--- config.mk ---
export PLATFORM = sky130hd
export DESIGN_NAME = text_visible_formatter_unit
export DESIGN_NICKNAME = d
export VERILOG_FILES = /design/src/rtl/tvf_pkg.sv /design/src/rtl/tvf_queue.sv /design/src/rtl/tvf_front.sv /design/src/rtl/tvf_back.sv /design/src/rtl/text_visible_formatter_unit.sv
export SDC_FILE = /design/constraint.sdc
export NUM_CORES = 1
export LEC_CHECK = 0
export BUFFER_PORTS_ARGS = -buffer_cell sky130_fd_sc_hd__buf_4
export CORE_MARGIN = 2
export CORE_UTILIZATION = 60
export CTS_CLUSTER_DIAMETER = 200
export DETAILED_ROUTE_END_ITERATION = 12
export PLACE_DENSITY = 0.79
export SLEW_MARGIN = 15
export SYNTH_ARGS = -nofsm -noshare
export SYNTH_HDL_FRONTEND = slang
export SYNTH_HIERARCHICAL = 1
export SYNTH_SLANG_ARGS = --single-unit
--- constraint.sdc ---
create_clock -name aclk -period 11 [get_ports aclk]
set_input_delay 0.55 -clock aclk [delete_from_list [all_inputs] [get_ports aclk]]
set_output_delay 0.55 -clock aclk [all_outputs]
set_load 0.02 [all_outputs]
--- src/rtl/tvf_pkg.sv ---
`timescale 1ns / 1ps
// ----------------------------------------------------------------------------
// tvf_pkg
// Types and character constants shared by the text formatter modules.
// ----------------------------------------------------------------------------
package tvf_pkg;

    typedef logic [7:0] tvf_byte_t;

    // configuration register indexes
    localparam int CFG_IDX_W = 3;
    localparam logic [CFG_IDX_W-1:0] CFG_NUMBER_LINES     = 3'd0;
    localparam logic [CFG_IDX_W-1:0] CFG_NUMBER_NONBLANK  = 3'd1;
    localparam logic [CFG_IDX_W-1:0] CFG_SHOW_LINE_ENDS   = 3'd2;
    localparam logic [CFG_IDX_W-1:0] CFG_SQUEEZE_BLANK    = 3'd3;
    localparam logic [CFG_IDX_W-1:0] CFG_SHOW_TABS        = 3'd4;
    localparam logic [CFG_IDX_W-1:0] CFG_SHOW_NONPRINTING = 3'd5;

    // characters
    localparam tvf_byte_t CH_TAB    = 8'h09;
    localparam tvf_byte_t CH_NL     = 8'h0A;
    localparam tvf_byte_t CH_SPACE  = 8'h20;
    localparam tvf_byte_t CH_DOLLAR = 8'h24;
    localparam tvf_byte_t CH_DASH   = 8'h2D;
    localparam tvf_byte_t CH_ZERO   = 8'h30;
    localparam tvf_byte_t CH_QMARK  = 8'h3F;
    localparam tvf_byte_t CH_I      = 8'h49;
    localparam tvf_byte_t CH_M      = 8'h4D;
    localparam tvf_byte_t CH_CARET  = 8'h5E;
    localparam tvf_byte_t CH_DEL    = 8'h7F;
    localparam tvf_byte_t PRINT_LO  = 8'h20;
    localparam tvf_byte_t CTRL_BIT  = 8'h40;
    localparam tvf_byte_t LOW7_MASK = 8'h7F;

    localparam int MIN_NUM_WIDTH = 6;
    localparam int BODY_MAX      = 4;
    localparam int BODY_IDX_W    = $clog2(BODY_MAX);
    localparam int QUEUE_DEPTH   = 4;

    // classified item handed from front to back
    typedef struct packed {
        logic                         has_prefix;
        logic [BODY_IDX_W-1:0]        body_last;
        tvf_byte_t [BODY_MAX-1:0]     body;
    } tvf_cmd_t;

endpackage

--- src/rtl/tvf_queue.sv ---
`timescale 1ns / 1ps
// ----------------------------------------------------------------------------
// tvf_queue
// Small register queue between the classifying front and the emitting back.
// ----------------------------------------------------------------------------
module tvf_queue #(
    parameter int WIDTH = 8,
    parameter int DEPTH = 4
) (
    input  logic             aclk,
    input  logic             aresetn,
    input  logic             push,
    input  logic [WIDTH-1:0] push_data,
    output logic             not_full,
    input  logic             pop,
    output logic             head_valid,
    output logic [WIDTH-1:0] head_data
);

    localparam int PTR_W = (DEPTH > 1) ? $clog2(DEPTH) : 1;
    localparam int CNT_W = $clog2(DEPTH + 1);

    logic [WIDTH-1:0] mem_reg [DEPTH];
    logic [PTR_W-1:0] wr_ptr_reg, wr_ptr_next;
    logic [PTR_W-1:0] rd_ptr_reg, rd_ptr_next;
    logic [CNT_W-1:0] count_reg, count_next;

    assign not_full   = (count_reg != CNT_W'(DEPTH));
    assign head_valid = (count_reg != '0);
    assign head_data  = mem_reg[rd_ptr_reg];

    always_comb begin
        wr_ptr_next = wr_ptr_reg;
        rd_ptr_next = rd_ptr_reg;
        count_next  = count_reg;
        if (push) begin
            wr_ptr_next = (wr_ptr_reg == PTR_W'(DEPTH - 1)) ? '0 : wr_ptr_reg + PTR_W'(1);
        end
        if (pop) begin
            rd_ptr_next = (rd_ptr_reg == PTR_W'(DEPTH - 1)) ? '0 : rd_ptr_reg + PTR_W'(1);
        end
        if (push && !pop) begin
            count_next = count_reg + CNT_W'(1);
        end else if (pop && !push) begin
            count_next = count_reg - CNT_W'(1);
        end
    end

    always_ff @(posedge aclk) begin
        if (!aresetn) begin
            wr_ptr_reg <= '0;
            rd_ptr_reg <= '0;
            count_reg  <= '0;
        end else begin
            wr_ptr_reg <= wr_ptr_next;
            rd_ptr_reg <= rd_ptr_next;
            count_reg  <= count_next;
        end
    end

    always_ff @(posedge aclk) begin
        if (push) begin
            mem_reg[wr_ptr_reg] <= push_data;
        end
    end

endmodule

--- src/rtl/tvf_front.sv ---
`timescale 1ns / 1ps
// ----------------------------------------------------------------------------
// tvf_front
// Accepts input bytes, keeps line state and the line counter, and classifies
// each byte into a prefix request and up to four body bytes.
// ----------------------------------------------------------------------------
module tvf_front import tvf_pkg::*; #(
    parameter int LINE_DIGITS = 10
) (
    input  logic                            aclk,
    input  logic                            aresetn,
    input  logic                            cfg_we,
    input  logic [CFG_IDX_W-1:0]            cfg_index,
    input  logic                            cfg_wdata,
    input  logic                            s_valid,
    output logic                            s_ready,
    input  tvf_byte_t                       s_data_byte,
    input  logic                            s_file_start,
    input  logic                            q_not_full,
    output logic                            q_push,
    output tvf_cmd_t                        q_cmd,
    output logic [LINE_DIGITS-1:0][3:0]     q_count,
    output logic [$clog2(LINE_DIGITS+1)-1:0] q_ndig
);

    localparam int NDIG_W = $clog2(LINE_DIGITS + 1);

    logic number_lines_reg, number_nonblank_reg, show_line_ends_reg;
    logic squeeze_blank_reg, show_tabs_reg, show_nonprinting_reg;

    logic                        after_nl_reg, after_nl_next;
    logic                        blank_reg, blank_next;
    logic [LINE_DIGITS-1:0][3:0] count_reg, count_next;

    logic                        accept;
    logic                        eff_after_nl, eff_blank;
    logic [LINE_DIGITS-1:0][3:0] eff_count, cnt_inc;
    logic                        carry;
    logic                        is_nl, is_tab;
    logic                        squeezed, do_num, do_pad;
    logic [NDIG_W-1:0]           ndig;
    tvf_byte_t                   low7, ctl_char;
    logic                        is_ctrl;
    tvf_cmd_t                    cmd;

    // configuration
    always_ff @(posedge aclk) begin
        if (!aresetn) begin
            number_lines_reg     <= 1'b0;
            number_nonblank_reg  <= 1'b0;
            show_line_ends_reg   <= 1'b0;
            squeeze_blank_reg    <= 1'b0;
            show_tabs_reg        <= 1'b0;
            show_nonprinting_reg <= 1'b0;
        end else if (cfg_we) begin
            unique case (cfg_index)
                CFG_NUMBER_LINES:     number_lines_reg     <= cfg_wdata;
                CFG_NUMBER_NONBLANK:  number_nonblank_reg  <= cfg_wdata;
                CFG_SHOW_LINE_ENDS:   show_line_ends_reg   <= cfg_wdata;
                CFG_SQUEEZE_BLANK:    squeeze_blank_reg    <= cfg_wdata;
                CFG_SHOW_TABS:        show_tabs_reg        <= cfg_wdata;
                CFG_SHOW_NONPRINTING: show_nonprinting_reg <= cfg_wdata;
                default: ;
            endcase
        end
    end

    assign s_ready = q_not_full;
    assign accept  = s_valid && q_not_full;

    // file start restarts line state before this byte
    assign eff_after_nl = s_file_start || after_nl_reg;
    assign eff_blank    = !s_file_start && blank_reg;
    assign eff_count    = s_file_start ? '0 : count_reg;

    assign is_nl  = (s_data_byte == CH_NL);
    assign is_tab = (s_data_byte == CH_TAB);

    // bcd increment, held at all nines
    always_comb begin
        carry = 1'b1;
        for (int i = 0; i < LINE_DIGITS; i++) begin
            cnt_inc[i] = eff_count[i];
            if (carry) begin
                cnt_inc[i] = (eff_count[i] >= 4'd9) ? 4'd0 : eff_count[i] + 4'd1;
            end
            carry = carry && (eff_count[i] == 4'd9);
        end
        if (carry) begin
            cnt_inc = eff_count;
        end
    end

    // significant digits of the new count
    always_comb begin
        ndig = NDIG_W'(1);
        for (int i = 0; i < LINE_DIGITS; i++) begin
            if (cnt_inc[i] != 4'd0) begin
                ndig = NDIG_W'(i + 1);
            end
        end
    end

    assign squeezed = eff_after_nl && squeeze_blank_reg && is_nl && eff_blank;
    assign do_num   = eff_after_nl && !squeezed && number_lines_reg
                      && (!number_nonblank_reg || !is_nl);
    assign do_pad   = eff_after_nl && !squeezed && number_lines_reg
                      && number_nonblank_reg && is_nl && show_line_ends_reg;

    // visible form of the byte itself
    assign low7     = s_data_byte & LOW7_MASK;
    assign is_ctrl  = (low7 < PRINT_LO) || (low7 == CH_DEL);
    assign ctl_char = (low7 == CH_DEL) ? CH_QMARK : (low7 | CTRL_BIT);

    always_comb begin
        cmd.has_prefix = do_num || do_pad;
        cmd.body       = '0;
        cmd.body_last  = '0;
        if (is_nl) begin
            if (show_line_ends_reg) begin
                cmd.body[0]   = CH_DOLLAR;
                cmd.body[1]   = CH_NL;
                cmd.body_last = BODY_IDX_W'(1);
            end else begin
                cmd.body[0] = CH_NL;
            end
        end else if (is_tab) begin
            if (show_tabs_reg) begin
                cmd.body[0]   = CH_CARET;
                cmd.body[1]   = CH_I;
                cmd.body_last = BODY_IDX_W'(1);
            end else begin
                cmd.body[0] = CH_TAB;
            end
        end else if (show_nonprinting_reg) begin
            if (s_data_byte[7]) begin
                cmd.body[0] = CH_M;
                cmd.body[1] = CH_DASH;
                if (is_ctrl) begin
                    cmd.body[2]   = CH_CARET;
                    cmd.body[3]   = ctl_char;
                    cmd.body_last = BODY_IDX_W'(3);
                end else begin
                    cmd.body[2]   = low7;
                    cmd.body_last = BODY_IDX_W'(2);
                end
            end else if (is_ctrl) begin
                cmd.body[0]   = CH_CARET;
                cmd.body[1]   = ctl_char;
                cmd.body_last = BODY_IDX_W'(1);
            end else begin
                cmd.body[0] = low7;
            end
        end else begin
            cmd.body[0] = s_data_byte;
        end
    end

    // line state update
    always_comb begin
        after_nl_next = after_nl_reg;
        blank_next    = blank_reg;
        count_next    = count_reg;
        if (accept) begin
            after_nl_next = is_nl;
            blank_next    = eff_blank;
            count_next    = do_num ? cnt_inc : eff_count;
            if (eff_after_nl && squeeze_blank_reg) begin
                blank_next = is_nl;
            end
        end
    end

    always_ff @(posedge aclk) begin
        if (!aresetn) begin
            after_nl_reg <= 1'b1;
            blank_reg    <= 1'b0;
            count_reg    <= '0;
        end else begin
            after_nl_reg <= after_nl_next;
            blank_reg    <= blank_next;
            count_reg    <= count_next;
        end
    end

    // a squeezed newline is taken but produces nothing
    assign q_push  = accept && !squeezed;
    assign q_cmd   = cmd;
    assign q_count = cnt_inc;
    assign q_ndig  = do_num ? ndig : '0;

endmodule

--- src/rtl/tvf_back.sv ---
`timescale 1ns / 1ps
// ----------------------------------------------------------------------------
// tvf_back
// Walks the queue head one output byte a cycle unless stalled: number prefix
// or blank pad, then the body bytes, into a registered output stage.
// ----------------------------------------------------------------------------
module tvf_back import tvf_pkg::*; #(
    parameter int LINE_DIGITS = 10
) (
    input  logic                             aclk,
    input  logic                             aresetn,
    input  logic                             head_valid,
    input  tvf_cmd_t                         head_cmd,
    input  logic [LINE_DIGITS-1:0][3:0]      head_count,
    input  logic [$clog2(LINE_DIGITS+1)-1:0] head_ndig,
    output logic                             pop,
    output logic                             m_valid,
    input  logic                             m_ready,
    output tvf_byte_t                        m_out_byte,
    output logic                             m_last_of_run
);

    localparam int POS_W     = $clog2(LINE_DIGITS + BODY_MAX + 2);
    localparam int DIG_IDX_W = $clog2(LINE_DIGITS);

    logic [POS_W-1:0] pos_reg, pos_next;
    logic             m_valid_reg, m_valid_next;
    tvf_byte_t        m_out_byte_reg;
    logic             m_last_reg;

    logic [POS_W-1:0] ndig_ext, width_w, pre_len, body_pos, digit_pos;
    logic             in_prefix, last, load, emit;
    tvf_byte_t        cur_byte;

    assign ndig_ext  = POS_W'(head_ndig);
    assign width_w   = (ndig_ext < POS_W'(MIN_NUM_WIDTH)) ? POS_W'(MIN_NUM_WIDTH) : ndig_ext;
    assign pre_len   = head_cmd.has_prefix ? width_w + POS_W'(1) : '0;
    assign in_prefix = (pos_reg < pre_len);
    assign body_pos  = pos_reg - pre_len;
    assign digit_pos = width_w - POS_W'(1) - pos_reg;
    assign last      = (pos_reg == pre_len + POS_W'(head_cmd.body_last));

    always_comb begin
        if (in_prefix) begin
            if (pos_reg == width_w) begin
                cur_byte = CH_TAB;
            end else if (digit_pos >= ndig_ext) begin
                cur_byte = CH_SPACE;
            end else begin
                cur_byte = CH_ZERO + {4'b0, head_count[digit_pos[DIG_IDX_W-1:0]]};
            end
        end else begin
            cur_byte = head_cmd.body[body_pos[BODY_IDX_W-1:0]];
        end
    end

    assign load = !m_valid_reg || m_ready;
    assign emit = head_valid && load;
    assign pop  = emit && last;

    always_comb begin
        pos_next     = pos_reg;
        m_valid_next = m_valid_reg;
        if (load) begin
            m_valid_next = head_valid;
        end
        if (emit) begin
            pos_next = last ? '0 : pos_reg + POS_W'(1);
        end
    end

    always_ff @(posedge aclk) begin
        if (!aresetn) begin
            pos_reg     <= '0;
            m_valid_reg <= 1'b0;
        end else begin
            pos_reg     <= pos_next;
            m_valid_reg <= m_valid_next;
        end
    end

    always_ff @(posedge aclk) begin
        if (emit) begin
            m_out_byte_reg <= cur_byte;
            m_last_reg     <= last;
        end
    end

    assign m_valid       = m_valid_reg;
    assign m_out_byte    = m_out_byte_reg;
    assign m_last_of_run = m_last_reg;

endmodule

--- src/rtl/text_visible_formatter_unit.sv ---
`timescale 1ns / 1ps
// ----------------------------------------------------------------------------
// text_visible_formatter_unit
// Cooked text formatter: line numbers, blank squeezing, line-end marks,
// tab and non-printing byte notation.
// ----------------------------------------------------------------------------
// Output runs at one byte per cycle while the sink is ready. An input byte
// whose visible form is one byte passes at one per cycle when nothing stalls;
// a byte that expands to k output bytes (up to LINE_DIGITS + 5 with a line
// number prefix) holds the back end until all k are out, and input keeps
// flowing until the four-entry queue between front and back fills. A squeezed
// blank line is taken and gives no output. An input byte is registered in the
// queue, then in the output register, before its first output byte appears.
// The line counter is BCD of LINE_DIGITS digits, saturating at all nines.
// Configuration writes take effect at once and are meant for idle periods.
module text_visible_formatter_unit import tvf_pkg::*; #(
    parameter int LINE_DIGITS = 10
) (
    input  logic                 aclk,
    input  logic                 aresetn,
    input  logic                 cfg_we,
    input  logic [CFG_IDX_W-1:0] cfg_index,
    input  logic                 cfg_wdata,
    input  logic                 s_valid,
    output logic                 s_ready,
    input  logic [7:0]           s_data_byte,
    input  logic                 s_file_start,
    output logic                 m_valid,
    input  logic                 m_ready,
    output logic [7:0]           m_out_byte,
    output logic                 m_last_of_run
);

    localparam int NDIG_W = $clog2(LINE_DIGITS + 1);
    localparam int CNT_W  = 4 * LINE_DIGITS;
    localparam int QW     = $bits(tvf_cmd_t) + CNT_W + NDIG_W;

    logic                        q_not_full, q_push, q_pop, head_valid;
    tvf_cmd_t                    q_cmd, head_cmd;
    logic [LINE_DIGITS-1:0][3:0] q_count, head_count;
    logic [NDIG_W-1:0]           q_ndig, head_ndig;
    logic [QW-1:0]               push_data, head_data;

    tvf_front #(
        .LINE_DIGITS (LINE_DIGITS)
    ) u_front (
        .aclk         (aclk),
        .aresetn      (aresetn),
        .cfg_we       (cfg_we),
        .cfg_index    (cfg_index),
        .cfg_wdata    (cfg_wdata),
        .s_valid      (s_valid),
        .s_ready      (s_ready),
        .s_data_byte  (s_data_byte),
        .s_file_start (s_file_start),
        .q_not_full   (q_not_full),
        .q_push       (q_push),
        .q_cmd        (q_cmd),
        .q_count      (q_count),
        .q_ndig       (q_ndig)
    );

    assign push_data = {q_cmd, q_count, q_ndig};

    tvf_queue #(
        .WIDTH (QW),
        .DEPTH (QUEUE_DEPTH)
    ) u_queue (
        .aclk       (aclk),
        .aresetn    (aresetn),
        .push       (q_push),
        .push_data  (push_data),
        .not_full   (q_not_full),
        .pop        (q_pop),
        .head_valid (head_valid),
        .head_data  (head_data)
    );

    assign {head_cmd, head_count, head_ndig} = head_data;

    tvf_back #(
        .LINE_DIGITS (LINE_DIGITS)
    ) u_back (
        .aclk          (aclk),
        .aresetn       (aresetn),
        .head_valid    (head_valid),
        .head_cmd      (head_cmd),
        .head_count    (head_count),
        .head_ndig     (head_ndig),
        .pop           (q_pop),
        .m_valid       (m_valid),
        .m_ready       (m_ready),
        .m_out_byte    (m_out_byte),
        .m_last_of_run (m_last_of_run)
    );

endmodule

Word level (Yosys, flattened, before mapping)
Memory sizes are Yosys's and may differ from the RTL's. A register that Yosys moved wholly into a read port is not among the register bits.
Cells that the tools add are included.
{ "classes": {"addsub": 21, "magnitude_cmp": 16, "n_eq_ne": 23, "mux": 73, "n_reduce_logical": 55} }
{ "ops": {"columns": ["op", "n"], "rows": [
  ["40-bit two-way mux", 3],
  ["4-bit two-way mux", 28],
  ["16-bit two-way mux", 6],
  ["4-bit by 1-bit adder with 4-bit output (second input constant)", 12],
  ["8-bit two-way mux", 6],
  ["4-bit == test (second input constant)", 10],
  ["4-bit >= comparator (second input constant)", 10],
  ["4-bit nonzero test", 9],
  ["7-bit two-way mux", 4],
  ["26-bit two-way mux", 1],
  ["1-bit logical AND", 25],
  ["2-bit two-way mux", 9],
  ["3-bit two-way mux", 6],
  ["4-bit binary-select mux with 4-bit select", 1],
  ["8-bit binary-select mux with 2-bit select", 1],
  ["8-bit by 4-bit == test with 1-bit output (second input constant)", 2],
  ["2-bit AND reduction", 6],
  ["4-bit == test", 2],
  ["6-bit by 4-bit adder with 7-bit output (first input constant)", 1],
  ["7-bit == test (second input constant)", 1],
  ["1-bit zero test", 7],
  ["7-bit by 6-bit < comparator with 1-bit output (second input constant)", 1],
  ["1-bit two-way mux", 7],
  ["3-bit by 2-bit == test with 1-bit output (second input constant)", 2],
  ["21 further kinds", 28]
]} }
{ "totals": {"reg_bits": 69, "mem_bits_rw": 316, "inputBits": 18, "out_inout_bits": 11, "n_memories": 1} }
{ "mem_list": {"columns": ["name", "words", "width", "read_ports", "rd_clocked_by_memory_dff", "write_ports", "line", "rtl"], "rows": [
  ["u_queue.mem_reg", 4, 79, 1, 1, 1, "tvf_queue.sv:23", "logic [WIDTH-1:0] mem_reg [DEPTH];"]
]} }

Logic depth before layout (Yosys ltp)
Gate-level depths: netlist of run 1.
{ "logic_depth": {"word_depth": 23, "ltp_mapped": 21} }

Cells and area by module
Netlist of run 1, hierarchy kept.
{ "modules_own_cells": {"columns": ["mod", "instances", "cells_per_inst", "area_each_um2", "seq_area_each_um2"], "rows": [
  ["tvf_queue", 1, 458, 11841.4, 9669.3],
  ["tvf_front", 1, 545, 4386.7, 960.9],
  ["tvf_back", 1, 154, 1684.1, 370.4]
]} }

Worst setup path after synthesis of run 1
No wires, ideal clock.
{ "synth_timing": {"kind": "register to register", "from": "register (tool-made name)", "to": "register u_queue.count_reg[2]", "setup_ps": 76, "t_arrival_ps": 4245, "required_ps": 10924, "setup_slack_ps": 6680, "path_stages_with_launch": 22, "n_path_buf": 2, "cell_sequence": "dfxtp_1 buf_6 buf_2 mux4_2 a21oi_1 nor2b_1 ha_1 nand2_1 inv_1 fa_1 xor2_1 nand2_1 mux2_4 mux2i_4 and3_1 inv_1 ha_1 inv_1 fa_1 xor2_1 or3_1 a21boi_0"} }
{ "synth_rtl": {"columns": ["item", "line", "rtl"], "rows": [
  ["end signal: assignment", "tvf_queue.sv:57", "count_reg <= count_next;"],
  ["end: declaration", "tvf_queue.sv:26", "logic [CNT_W-1:0] count_reg, count_next;"]
]} }

==> reports/qor.csv, run 1 <==
metric,value,unit
run status,"complete, no violations",
initial antenna violation count,0,
CTS max path bufs,3,
met2 Use GR,0.407,
ys async rst share,0,
Combinational Power Share,0.291,
Hold Path Origin,m_ready,
FMAX,192,MHz
fin. max-slew vios,0,
CP required,11440,ps
Synth Area per Inst,15.5,sq um
P_int,3130,uW
WL final,38.8,mm
clock power share,0.293,
clock slew at reported path FFs,60,ps
Initial DRC Count,1145,
most used routing layer,met2,
average routed wire per standard cell,24.1,um
class of the tightest hold or removal check,input pin to flop,
critical path peak fanout,57,
Final ANT Viol Nets,0,
# Post-CTS Setup Buffers,0,
via count,10600,
Pre-Repair DR Iteration Count,5,
max FFs per register,316,
I/O pins,29,
share of cells above drive strength 1,0.200,
Hold Path Depth,3,
measured slew at the worst slew-check pin,1100,ps
Fin Setup TNS,0,ps
Sw Pwr,1320,uW
Post-CTS Resized,0,
synth unique cells,88,
worst path cell trace,"buf_4, mux4_2, inv_1, nand2_1, ha_1, nand2_1, inv_1, fa_1, xor2_1, nand2_1, mux2_4, mux2i_4, and3_1, inv_1, ha_1, inv_1, fa_1, xor2_1, or3_1, a21boi_0",
total grt overflow,0,
CTS Root Cell,clkbuf_16,
slew margin rel.,0.256,
Initial Utilization,0.608,
Tmin final,5200,ps
hold buffer count at CTS,0,
largest stage delay on the critical path,720,ps
vias in the first global route,10400,
PD cells,226,nW/um^2
RSZ-0062 raised after global routing,no,
r2r endpoint,u_queue/count_reg[2]$_SDFFE_PN0P_,
port bufs,28,
Post-synth EDFFs,325,
Leak,0.00685,uW
Final HPWL DP,23.7,mm
critical path class,flop to flop,
crit path buf inv count,5,
fin nets,1258,
cells after synthesis,1157,
hold endpoint,u_back/m_valid$_SDFFE_PN0N_,
Yosys Warn Count,6,
CTS Buf Count,39,
area delta synth->final,9.92,%
die height,177,um
sequential-to-total area share from yosys stat,0.614,
post-synthesis register bit count,387,
Max-Cap Viols,0,
worst path arrival time,5640,ps
RD Place Congestion,0.869,
largest net degree at the start of global routing,68,
via/cell ratio,6.57,
Crit. End Element,flop,
Inserted Diodes,0,
CP top delay family,adder cells,
CP max-delay cell,buf_4,
FILL cells,1941,
htree depth,2,
Hold Fails Final Rpt,0,
Sw Ratio,0.296,
FF-to-FF path depth,20,
final setup vio count,0,
Sequential Power Share,0.416,
row count,63,
Total GRT Usage,0.254,
Core ar.,29500,sq um
met3 usage,0.0410,
worst reg2reg setup slack,5800,ps
Remaining DRCs,0,
most frequent cell on the critical path,inv_1,
Die ar.,31300,sq um
synthesized area,17900,sq um
Die Wd,177,um
GR Util met1,0.368,
Max VDD drop,0.128,mV
Util after Layout,0.668,
first-pass GRT wire length,60.4,mm
CTS tree,done,
clk_lat worst skew,530,ps
Clock Sinks,387,
CP startpoint kind,flop,
"Primary FF master, synth",edfxtp_1,
period utilization,0.472,
Clock Skew,19.8,ps
through the flow:
| stage | hold slack [ps] | worst slack (ps) | total power (uW) | instances | instance area [sq um] |
|---|---|---|---|---|---|
| 4_1_cts | 327 | 5760 | 4480 | 1607 | 19700 |
| 3_3_place_gp | 450 | 5820 | 3130 | 1535 | 18400 |
| 2_1_floorplan | 435 | 6680 | 2820 | 1159 | 17900 |
| 6_report | 339 | 5800 | 4450 | 1607 | 19700 |
| 5_1_grt | 364 | 5430 | 4620 | 1607 | 19700 |
| 3_5_place_dp | 451 | 5560 | 3160 | 1535 | 18400 |
metal layers:
layer	up-vias	wire, um
met5	-	0
met4	0	898
li1	4622	-
met2	490	18800
met1	5377	16100
met3	68	2940
worst max path at each step:
stage                                              to  cells past startpoint  slack, ps         start
floorplan           u_queue/count_reg[2]$_SDFFE_PN0P_                     21       6680          flop
global placement    u_queue/count_reg[2]$_SDFFE_PN0P_                     16       5820          flop
detailed placement    u_queue/mem_reg[2][1]$_DFFE_PP_                     11       5560  s_file_start
CTS                 u_queue/count_reg[2]$_SDFFE_PN0P_                     16       5760          flop
global route        u_queue/count_reg[2]$_SDFFE_PN0P_                     16       5430          flop
finish              u_queue/count_reg[2]$_SDFFE_PN0P_                     20       5800          flop
area by class of cell:
cell class | instances | area (sq um) | share of cell area
Clock buffer | 47 | 1020 | 0.0516
Tap cell | 390 | 488 | 0.0248
Clock inverter | 25 | 243 | 0.0123
Timing Repair Buffer | 37 | 278 | 0.0141
Multi-Input combinational cell | 664 | 6440 | 0.327
Sequential cell | 387 | 11000 | 0.559
Inverter | 57 | 214 | 0.0109
cells in the final DEF (no fill, tap or decap), types with 39 or more instances in the layout:
cell type  synthesis  routed
mux4_2            95      95
ha_1              50      50
nor2_1            46      46
a22o_1            42      42
clkbuf_16          0      39
nor2b_1           39      39
nand2_1           59      59
dfxtp_1           62      60
inv_1             55      55
edfxtp_1         325     325
worst register-to-register path: cells and delay by family (launching register included):
| kind | cells | cell delay (ps) |
|---|---|---|
| flip-flops | 1 | 560 |
| adder cells (fa/ha/maj) | 4 | 1110 |
| XOR/XNOR | 2 | 300 |
| AO/OA/AOI/OAI | 1 | 160 |
| AND/OR/NAND/NOR | 5 | 890 |
| multiplexers | 3 | 1010 |
| buffers and inverters | 5 | 1100 |
cell usage after synthesis (10+ instances only):
library cell | count | area (sq um)
o21ai_0 | 24 | 120
ha_1 | 50 | 626
nor2b_1 | 39 | 244
mux4_2 | 95 | 2140
nand2b_1 | 15 | 93.8
nand3_1 | 13 | 65.1
and2_1 | 10 | 62.6
nor2_1 | 46 | 173
a21o_1 | 11 | 82.6
mux2i_1 | 23 | 230
nor3_1 | 12 | 60.1
dfxtp_1 | 62 | 1240
and3_1 | 12 | 75.1
inv_1 | 55 | 206
clkbuf_1 | 18 | 67.6
mux2_2 | 10 | 113
nand2_1 | 59 | 221
a21oi_1 | 30 | 150
edfxtp_1 | 325 | 9760
a22o_1 | 42 | 368
buf_2 | 21 | 105
kinds of logic after synthesis:
logic type	Yosys count	share of synthesized area
AO/OA/AOI/OAI	189	0.0791
XOR/XNOR	11	0.00685
adder cells (fa/ha/maj)	54	0.0394
buffers and inverters	108	0.0281
flip-flops	387	0.614
multiplexers	131	0.141
other	1	0.000209
AND/OR/NAND/NOR	276	0.0907
power groups by stage:
stage / Combinational, uW / Sequential [uW] / Clock, uW
floorplan: 968 / 1850 / 0
global placement: 1260 / 1870 / 0
detailed placement: 1280 / 1880 / 0
CTS: 1300 / 1850 / 1320
global route: 1380 / 1870 / 1370
finish: 1290 / 1850 / 1300
No activity file was read; power rests on OpenSTA's default activity.
==> run 2: changes to the inputs <==
--- a/config.mk
+++ b/config.mk
@@ -5,6 +5,7 @@
 export SDC_FILE = /design/constraint.sdc
 export NUM_CORES = 1
 export LEC_CHECK = 0
+export ABC_AREA = 1
 export BUFFER_PORTS_ARGS = -buffer_cell sky130_fd_sc_hd__buf_4
 export CORE_MARGIN = 2
 export CORE_UTILIZATION = 60
==> constraint.sdc (replaced) <==
create_clock -name aclk -period 4.94 [get_ports aclk]
set_input_delay 0.247 -clock aclk [delete_from_list [all_inputs] [get_ports aclk]]
set_output_delay 0.247 -clock aclk [all_outputs]
set_load 0.02 [all_outputs]
==> reports/qor.csv, run 2 <==
metric,value,unit,change
run status,"complete, no violations",,unchanged
critical path class,flop to flop,,unchanged
PD cells,548,nW/um^2,was 226 nW/um^2
Yosys top cell by area,edfxtp_1,,unchanged
initial antenna violation count,0,,unchanged
Remaining DRCs,0,,unchanged
Die Wd,180,um,was 177 um
Yosys Warn Count,6,,unchanged
fin. max-slew vios,0,,unchanged
Total GRT Usage,0.266,,was 0.254
Synth top area share,0.527,,was 0.545
post-synthesis register bit count,387,,unchanged
Util after Layout,0.663,,was 0.668
synth cell count leaders,"325 x edfxtp_1, 277 x nor2_1, 233 x nand2_1",,"was 325 x edfxtp_1, 95 x mux4_2, 62 x dfxtp_1"
sequential-to-total area share from yosys stat,0.594,,was 0.614
largest net degree at the start of global routing,82,,was 68
Inserted Diodes,0,,unchanged
RD Place Congestion,0.902,,was 0.869
FMAX,215,MHz,was 192 MHz
"Primary FF master, synth",edfxtp_1,,unchanged
Max-Cap Viols,0,,unchanged
worst reg2reg setup slack,290,ps,was 5800 ps
Leak,0.00761,uW,was 0.00685 uW
cells after synthesis,1867,,was 1157
final setup vio count,0,,unchanged
Initial Utilization,0.607,,was 0.608
max FFs per register,316,,unchanged
Tmin final,4650,ps,was 5200 ps
Clock Sinks,387,,unchanged
Fin Hold WS,39.3,ps,was 339 ps
class of the tightest hold or removal check,input pin to flop,,unchanged
area delta synth->final,9.14,%,was 9.92%
synthesized area,18500,sq um,was 17900 sq um
"Design Area, Final",20200,sq um,was 19700 sq um
RSZ-0062 raised after global routing,no,,unchanged
worst path arrival time,5060,ps,was 5640 ps
ys async rst share,0,,unchanged
share of cells above drive strength 1,0.0857,,was 0.200
Clock Skew,17.7,ps,was 19.8 ps
CTS tree,done,,unchanged
die height,180,um,was 177 um
vias in the first global route,13400,,was 10400
Final ANT Viol Nets,0,,unchanged
via/cell ratio,5.98,,was 6.57
Core ar.,30500,sq um,was 29500 sq um
port bufs,28,,unchanged
Placed Instances,2224,,was 1535
Synth area leaders,"edfxtp_1 53%, dfxtp_1 6.7%, o21ai_0 5.9%",,"was edfxtp_1 54%, mux4_2 12%, dfxtp_1 6.9%"
Initial DRC Count,1552,,was 1145
WL final,43.2,mm,was 38.8 mm
most common cell in the netlist,edfxtp_1,,unchanged
FILL cells,2245,,was 1941
Hold Fails Final Rpt,0,,unchanged
Max VDD drop,0.325,mV,was 0.128 mV
CP startpoint kind,flop,,unchanged
Die ar.,32300,sq um,was 31300 sq um
Layout Cells excl Fill,2297,,was 1607
Placed Area,18900,sq um,was 18400 sq um
Crit. End Element,flop,,unchanged
Fin Setup TNS,0,ps,unchanged
total grt overflow,0,,unchanged
fin nets,1943,,was 1258
via count,13700,,was 10600
Final HPWL DP,27.2,mm,was 23.7 mm
CTS Buf Count,40,,was 39
Synth Area per Inst,9.92,sq um,was 15.5 sq um
htree depth,2,,unchanged
"commonest non-fill, non-tap cell in the layout",edfxtp_1,,unchanged
Post-synth EDFFs,325,,unchanged
CTS max path bufs,3,,unchanged
slew margin rel.,0.323,,was 0.256
most frequent cells in the layout,"325 x edfxtp_1, 277 x nor2_1, 232 x nand2_1, 217 x o21ai_0, 165 x inv_1",,"was 325 x edfxtp_1, 95 x mux4_2, 60 x dfxtp_1, 59 x nand2_1, 55 x inv_1"
clk_lat worst skew,530,ps,about the same
clock slew at reported path FFs,60,ps,about the same
measured slew at the worst slew-check pin,1000,ps,was 1100 ps
I/O pins,29,,unchanged
period utilization,0.942,,was 0.472
Pre-Repair DR Iteration Count,8,,was 5
first-pass GRT wire length,69.2,mm,was 60.4 mm
average routed wire per standard cell,18.8,um,was 24.1 um
critical path peak fanout,42,,was 57
row count,64,,was 63
synth unique cells,57,,was 88
CTS Root Cell,clkbuf_16,,unchanged
CP required,5350,ps,was 11440 ps
[run 2: cell count changes after synthesis, sizes merged, moves of 82 or more]
cell | before | now
nor2 | 46 | 288
o21ai | 27 | 266
nand2 | 60 | 246
inv | 56 | 183
mux4 | 95 | 0
a21oi | 30 | 116
o22ai | 1 | 83
[run 2: per-stage QoR]
stage	total power, uW	setup slack (ps)
finish	11100	288
CTS	11000	209
global placement	7860	652
global route	11600	46.0
floorplan	6940	871
detailed placement	8010	342
[run 2: cell families after synthesis]
family,count (synthesis),share of synthesized area
DFF,387,0.594
buffers and inverters,272,0.0647
AOI/OAI and AO/OA,493,0.143
and+or+nand+nor,640,0.149
xor gates and xnor gates,16,0.00837
other,1,0.000202
adders and majority gates,54,0.0381
muxes,4,0.00216
[run 2: routing by layer]
metal / track usage / share of wire
met5: 0 / 0
met4: 0.111 / 0.034
met3: 0.0419 / 0.075
met2: 0.449 / 0.49
met1: 0.344 / 0.40
[run 2: worst max-delay path: stages (launching register included)]
cell      delay [ps]
dfxtp_4          400
buf_4            380
o21ai_0          160
o22ai_1          340
a21boi_1         390
ha_1             310
nand2_1          120
inv_1             80
fa_1             430
xor2_1           220
nand4_1          120
nand2_1           80
nand2_1           80
nor2_2           160
nand2_2           70
inv_1             80
inv_1             70
ha_1             190
inv_1             90
fa_1             430
o21ai_0          240
a21oi_1           70
[run 2: layout make-up]
| cell class | count | area, sq um | area share |
|---|---|---|---|
| multi-input cells | 1210 | 6340 | 0.314 |
| repair buffers | 49 | 370 | 0.0183 |
| well taps | 396 | 495 | 0.0245 |
| clock buffers | 59 | 1110 | 0.0551 |
| inverters | 183 | 707 | 0.0350 |
| clock inverters | 13 | 190 | 0.00940 |
| flip-flops and latches | 387 | 11000 | 0.544 |
[run 2: final timing paths]
kind / startpoint / to / cells past startpoint
max reg2reg: flop / u_queue/count_reg[1]$_SDFFE_PN0P_ / 21
min reg2reg: u_front/count_reg[22]$_SDFFE_PN0P_ / u_front/count_reg[22]$_SDFFE_PN0P_ / 2
max: flop / u_queue/count_reg[1]$_SDFFE_PN0P_ / 21
min: cfg_wdata / u_front/number_lines_reg$_SDFFE_PN0P_ / 3
[run 2: power by group]
| group | switching [uW] | internal, uW | total [uW] |
|---|---|---|---|
| sequential | 130 | 3960 | 4080 |
| combinational | 2770 | 1210 | 3990 |
| clock | 1180 | 1820 | 3010 |
[run 2: repair_timing]
item | in CTS | in global routing
endpoints found under the hold margin | 1 | 0
buffers inserted | 0 | 0
setup endpoints to repair | 0 | 2
hold buffers | 1 | 0
gates resized for setup | 0 | 1
==> run 3: changes to the inputs <==
--- a/config.mk
+++ b/config.mk
@@ -15,5 +15,4 @@
 export SLEW_MARGIN = 15
 export SYNTH_ARGS = -nofsm -noshare
 export SYNTH_HDL_FRONTEND = slang
-export SYNTH_HIERARCHICAL = 1
 export SYNTH_SLANG_ARGS = --single-unit
==> reports/qor.csv, run 3 <==
metric,value,unit,change
WL final,42.4,mm,was 43.2 mm
Final ANT Viol Nets,0,,unchanged
Synth Net Count,1842,,
# Post-CTS Setup Buffers,0,,unchanged
CP startpoint kind,flop,,unchanged
Clock Skew,32.7,ps,was 17.7 ps
total grt overflow,0,,unchanged
Hold Path Origin,aresetn,,was cfg_wdata
sequential-to-total area share from yosys stat,0.596,,was 0.594
clock slew at reported path FFs,60,ps,about the same
PD cells,545,nW/um^2,was 548 nW/um^2
met3 usage,0.0474,,was 0.0419
critical path peak fanout,39,,was 42
Synth Area per Inst,10.1,sq um,was 9.92 sq um
area of the multi-input gates,6230,sq um,was 6340 sq um
largest stage delay on the critical path,410,ps,was 430 ps
slew margin rel.,0.337,,was 0.323
Fin Setup TNS,0,ps,unchanged
Remaining DRCs,0,,unchanged
ys async rst share,0,,unchanged
Initial Utilization,0.606,,was 0.607
Total GRT Usage,0.277,,was 0.266
vias in the first global route,13100,,was 13400
row count,63,,was 64
most used routing layer,met2,,unchanged
Yosys top cell by area,edfxtp_1,,unchanged
cells after synthesis,1770,,was 1867
Hold Fails Final Rpt,0,,unchanged
CP required,5370,ps,was 5350 ps
via/cell ratio,6.06,,was 5.98
most common cell in the netlist,edfxtp_1,,unchanged
worst path arrival time,4560,ps,was 5060 ps
Synth area leaders,"edfxtp_1 53%, dfxtp_1 7.0%, nand2_1 5.8%",,"was edfxtp_1 53%, dfxtp_1 6.7%, o21ai_0 5.9%"
FMAX,242,MHz,was 215 MHz
Yosys Warn Count,0,,was 6
fin nets,1851,,was 1943
Synth top area share,0.526,,was 0.527
RSZ-0062 raised after global routing,no,,unchanged
CTS Buf Count,39,,was 40
Tmin final,4130,ps,was 4650 ps
post-synthesis register bit count,375,,was 387
CP max-delay cell,fa_1,,unchanged
most frequent cells in the layout,"313 x edfxtp_1, 274 x nand2_1, 179 x a21oi_1, 173 x nor2_1, 162 x inv_1",,"was 325 x edfxtp_1, 277 x nor2_1, 232 x nand2_1, 217 x o21ai_0, 165 x inv_1"
Post-synth EDFFs,313,,was 325
Max VDD drop,0.359,mV,was 0.325 mV
CP top delay family,adder cells,,unchanged
Reg area,10600,sq um,was 11000 sq um
via count,13300,,was 13700
class of the tightest hold or removal check,input pin to flop,,unchanged
die height,177,um,was 180 um
critical path class,flop to flop,,unchanged
clk_lat worst skew,550,ps,was 530 ps
first-pass GRT wire length,67.4,mm,was 69.2 mm
synthesized area,17900,sq um,was 18500 sq um
average routed wire per standard cell,19.3,um,was 18.8 um
area delta synth->final,10.3,%,was 9.14%
Die ar.,31200,sq um,was 32300 sq um
Leak,0.00756,uW,was 0.00761 uW
met2 Use GR,0.475,,was 0.449
Core ar.,29500,sq um,was 30500 sq um
initial antenna violation count,0,,unchanged
synth unique cells,63,,was 57
Crit. End Element,flop,,unchanged
RD Place Congestion,0.881,,was 0.902
FILL cells,2167,,was 2245
crit path buf inv count,4,,was 5
htree depth,2,,unchanged
Util after Layout,0.668,,was 0.663
Clock Sinks,375,,was 387
"Worst Setup Slack, final",814,ps,was 288 ps
final setup vio count,0,,unchanged
I/O pins,29,,unchanged
GR Util met1,0.344,,about the same
Initial DRC Count,1412,,was 1552
period utilization,0.835,,was 0.942
"Primary FF master, synth",edfxtp_1,,unchanged
most frequent cell on the critical path,nand2_1,,was inv_1
Pre-Repair DR Iteration Count,6,,was 8
largest net degree at the start of global routing,82,,unchanged
share of cells above drive strength 1,0.0956,,was 0.0857
Final HPWL DP,26.6,mm,was 27.2 mm
run status,"complete, no violations",,unchanged
max FFs per register,304,,was 316
"commonest non-fill, non-tap cell in the layout",edfxtp_1,,unchanged
port bufs,28,,unchanged
Inserted Diodes,0,,unchanged
CTS max path bufs,3,,unchanged
CTS Root Cell,clkbuf_16,,unchanged
synth cell count leaders,"313 x edfxtp_1, 275 x nand2_1, 179 x a21oi_1",,"was 325 x edfxtp_1, 277 x nor2_1, 233 x nand2_1"
worst path cell trace,"buf_4, nor2_1, nor2_1, o21ai_1, nand2_1, nand3b_1, nand2_1, ha_1, nand2_1, inv_1, ha_1, a21oi_1, nor2_1, xnor2_1, xor2_1, nand2_1, nor2_2, inv_2, ha_1, inv_1, fa_1, o21ai_0, a21oi_1",,"was buf_4, o21ai_0, o22ai_1, a21boi_1, ha_1, nand2_1, inv_1, fa_1, xor2_1, nand4_1, nand2_1, nand2_1, nor2_2, nand2_2, inv_1, inv_1, ha_1, inv_1, fa_1, o21ai_0, a21oi_1"
DP Worst Slack,878,ps,was 342 ps
CTS tree,done,,unchanged
fin. max-slew vios,0,,unchanged
Die Wd,177,um,was 180 um
measured slew at the worst slew-check pin,994,ps,was 1000 ps
Max-Cap Viols,0,,unchanged
[run 3: what timing repair did]
item	CTS	global route
setup endpoints to repair	0	0
gates resized for setup	0	0
endpoints found under the hold margin	1	0
hold buffers	1	0
[run 3: final timing paths]
kind	to	slack, ps	cells after the start
max	u_queue.count_reg[1]$_SDFFE_PN0P_	810	23
min	u_queue.count_reg[1]$_SDFFE_PN0P_	20	3
min reg2reg	u_front.count_reg[31]$_SDFFE_PN0P_	460	2
max reg2reg	u_queue.count_reg[1]$_SDFFE_PN0P_	810	23
[run 3: worst min-delay path, cell delays in order]
cell and delay (ps):
buf_4 150, o21ai_0 80, a21oi_1 50
[run 3: layer usage]
layer  routed length, um  share of wire  up-vias
li1                    -              -     6249
met1               16200           0.38     6295
met2               20900           0.49      659
met3                3540          0.083      135
met4                1790          0.042        0
met5                   0              0        -
[run 3: power by group]
part           internal (uW)  total, uW  switching (uW)
combinational           1160       3830            2670
clock                   1750       2930            1180
sequential              3840       3960             118
total                   6750      10700            3970
[run 3: final cells by class]
class / instances / area share
clock buffer: 55 / 0.0531
sequential: 375 / 0.541
timing repair buffer: 51 / 0.0196
inverter: 179 / 0.0342
multi-input combinational: 1133 / 0.316
tap: 390 / 0.0248
clock inverter: 17 / 0.0112
[run 3: cells by family (layout without fill, tap and decap cells)]
group | after synthesis | in the layout | share of synthesized area
flip-flops | 375 | 375 | 0.596
XOR/XNOR | 21 | 21 | 0.0103
adder cells (fa/ha/maj) | 54 | 54 | 0.0395
AND/OR/NAND/NOR | 594 | 594 | 0.147
AO/OA/AOI/OAI | 464 | 464 | 0.150
buffers and inverters | 262 | 302 | 0.0572
[run 3: metrics by stage]
stage / total power, uW / instance area [sq um] / hold slack, ps / std cells
2_1_floorplan: 6510 / 17900 / 412 / 1770
3_3_place_gp: 7650 / 18400 / 453 / 2127
3_5_place_dp: 7750 / 18400 / 455 / 2127
4_1_cts: 10700 / 19700 / 13.3 / 2200
5_1_grt: 11200 / 19700 / 39.2 / 2200
6_report: 10700 / 19700 / 19.2 / 2200
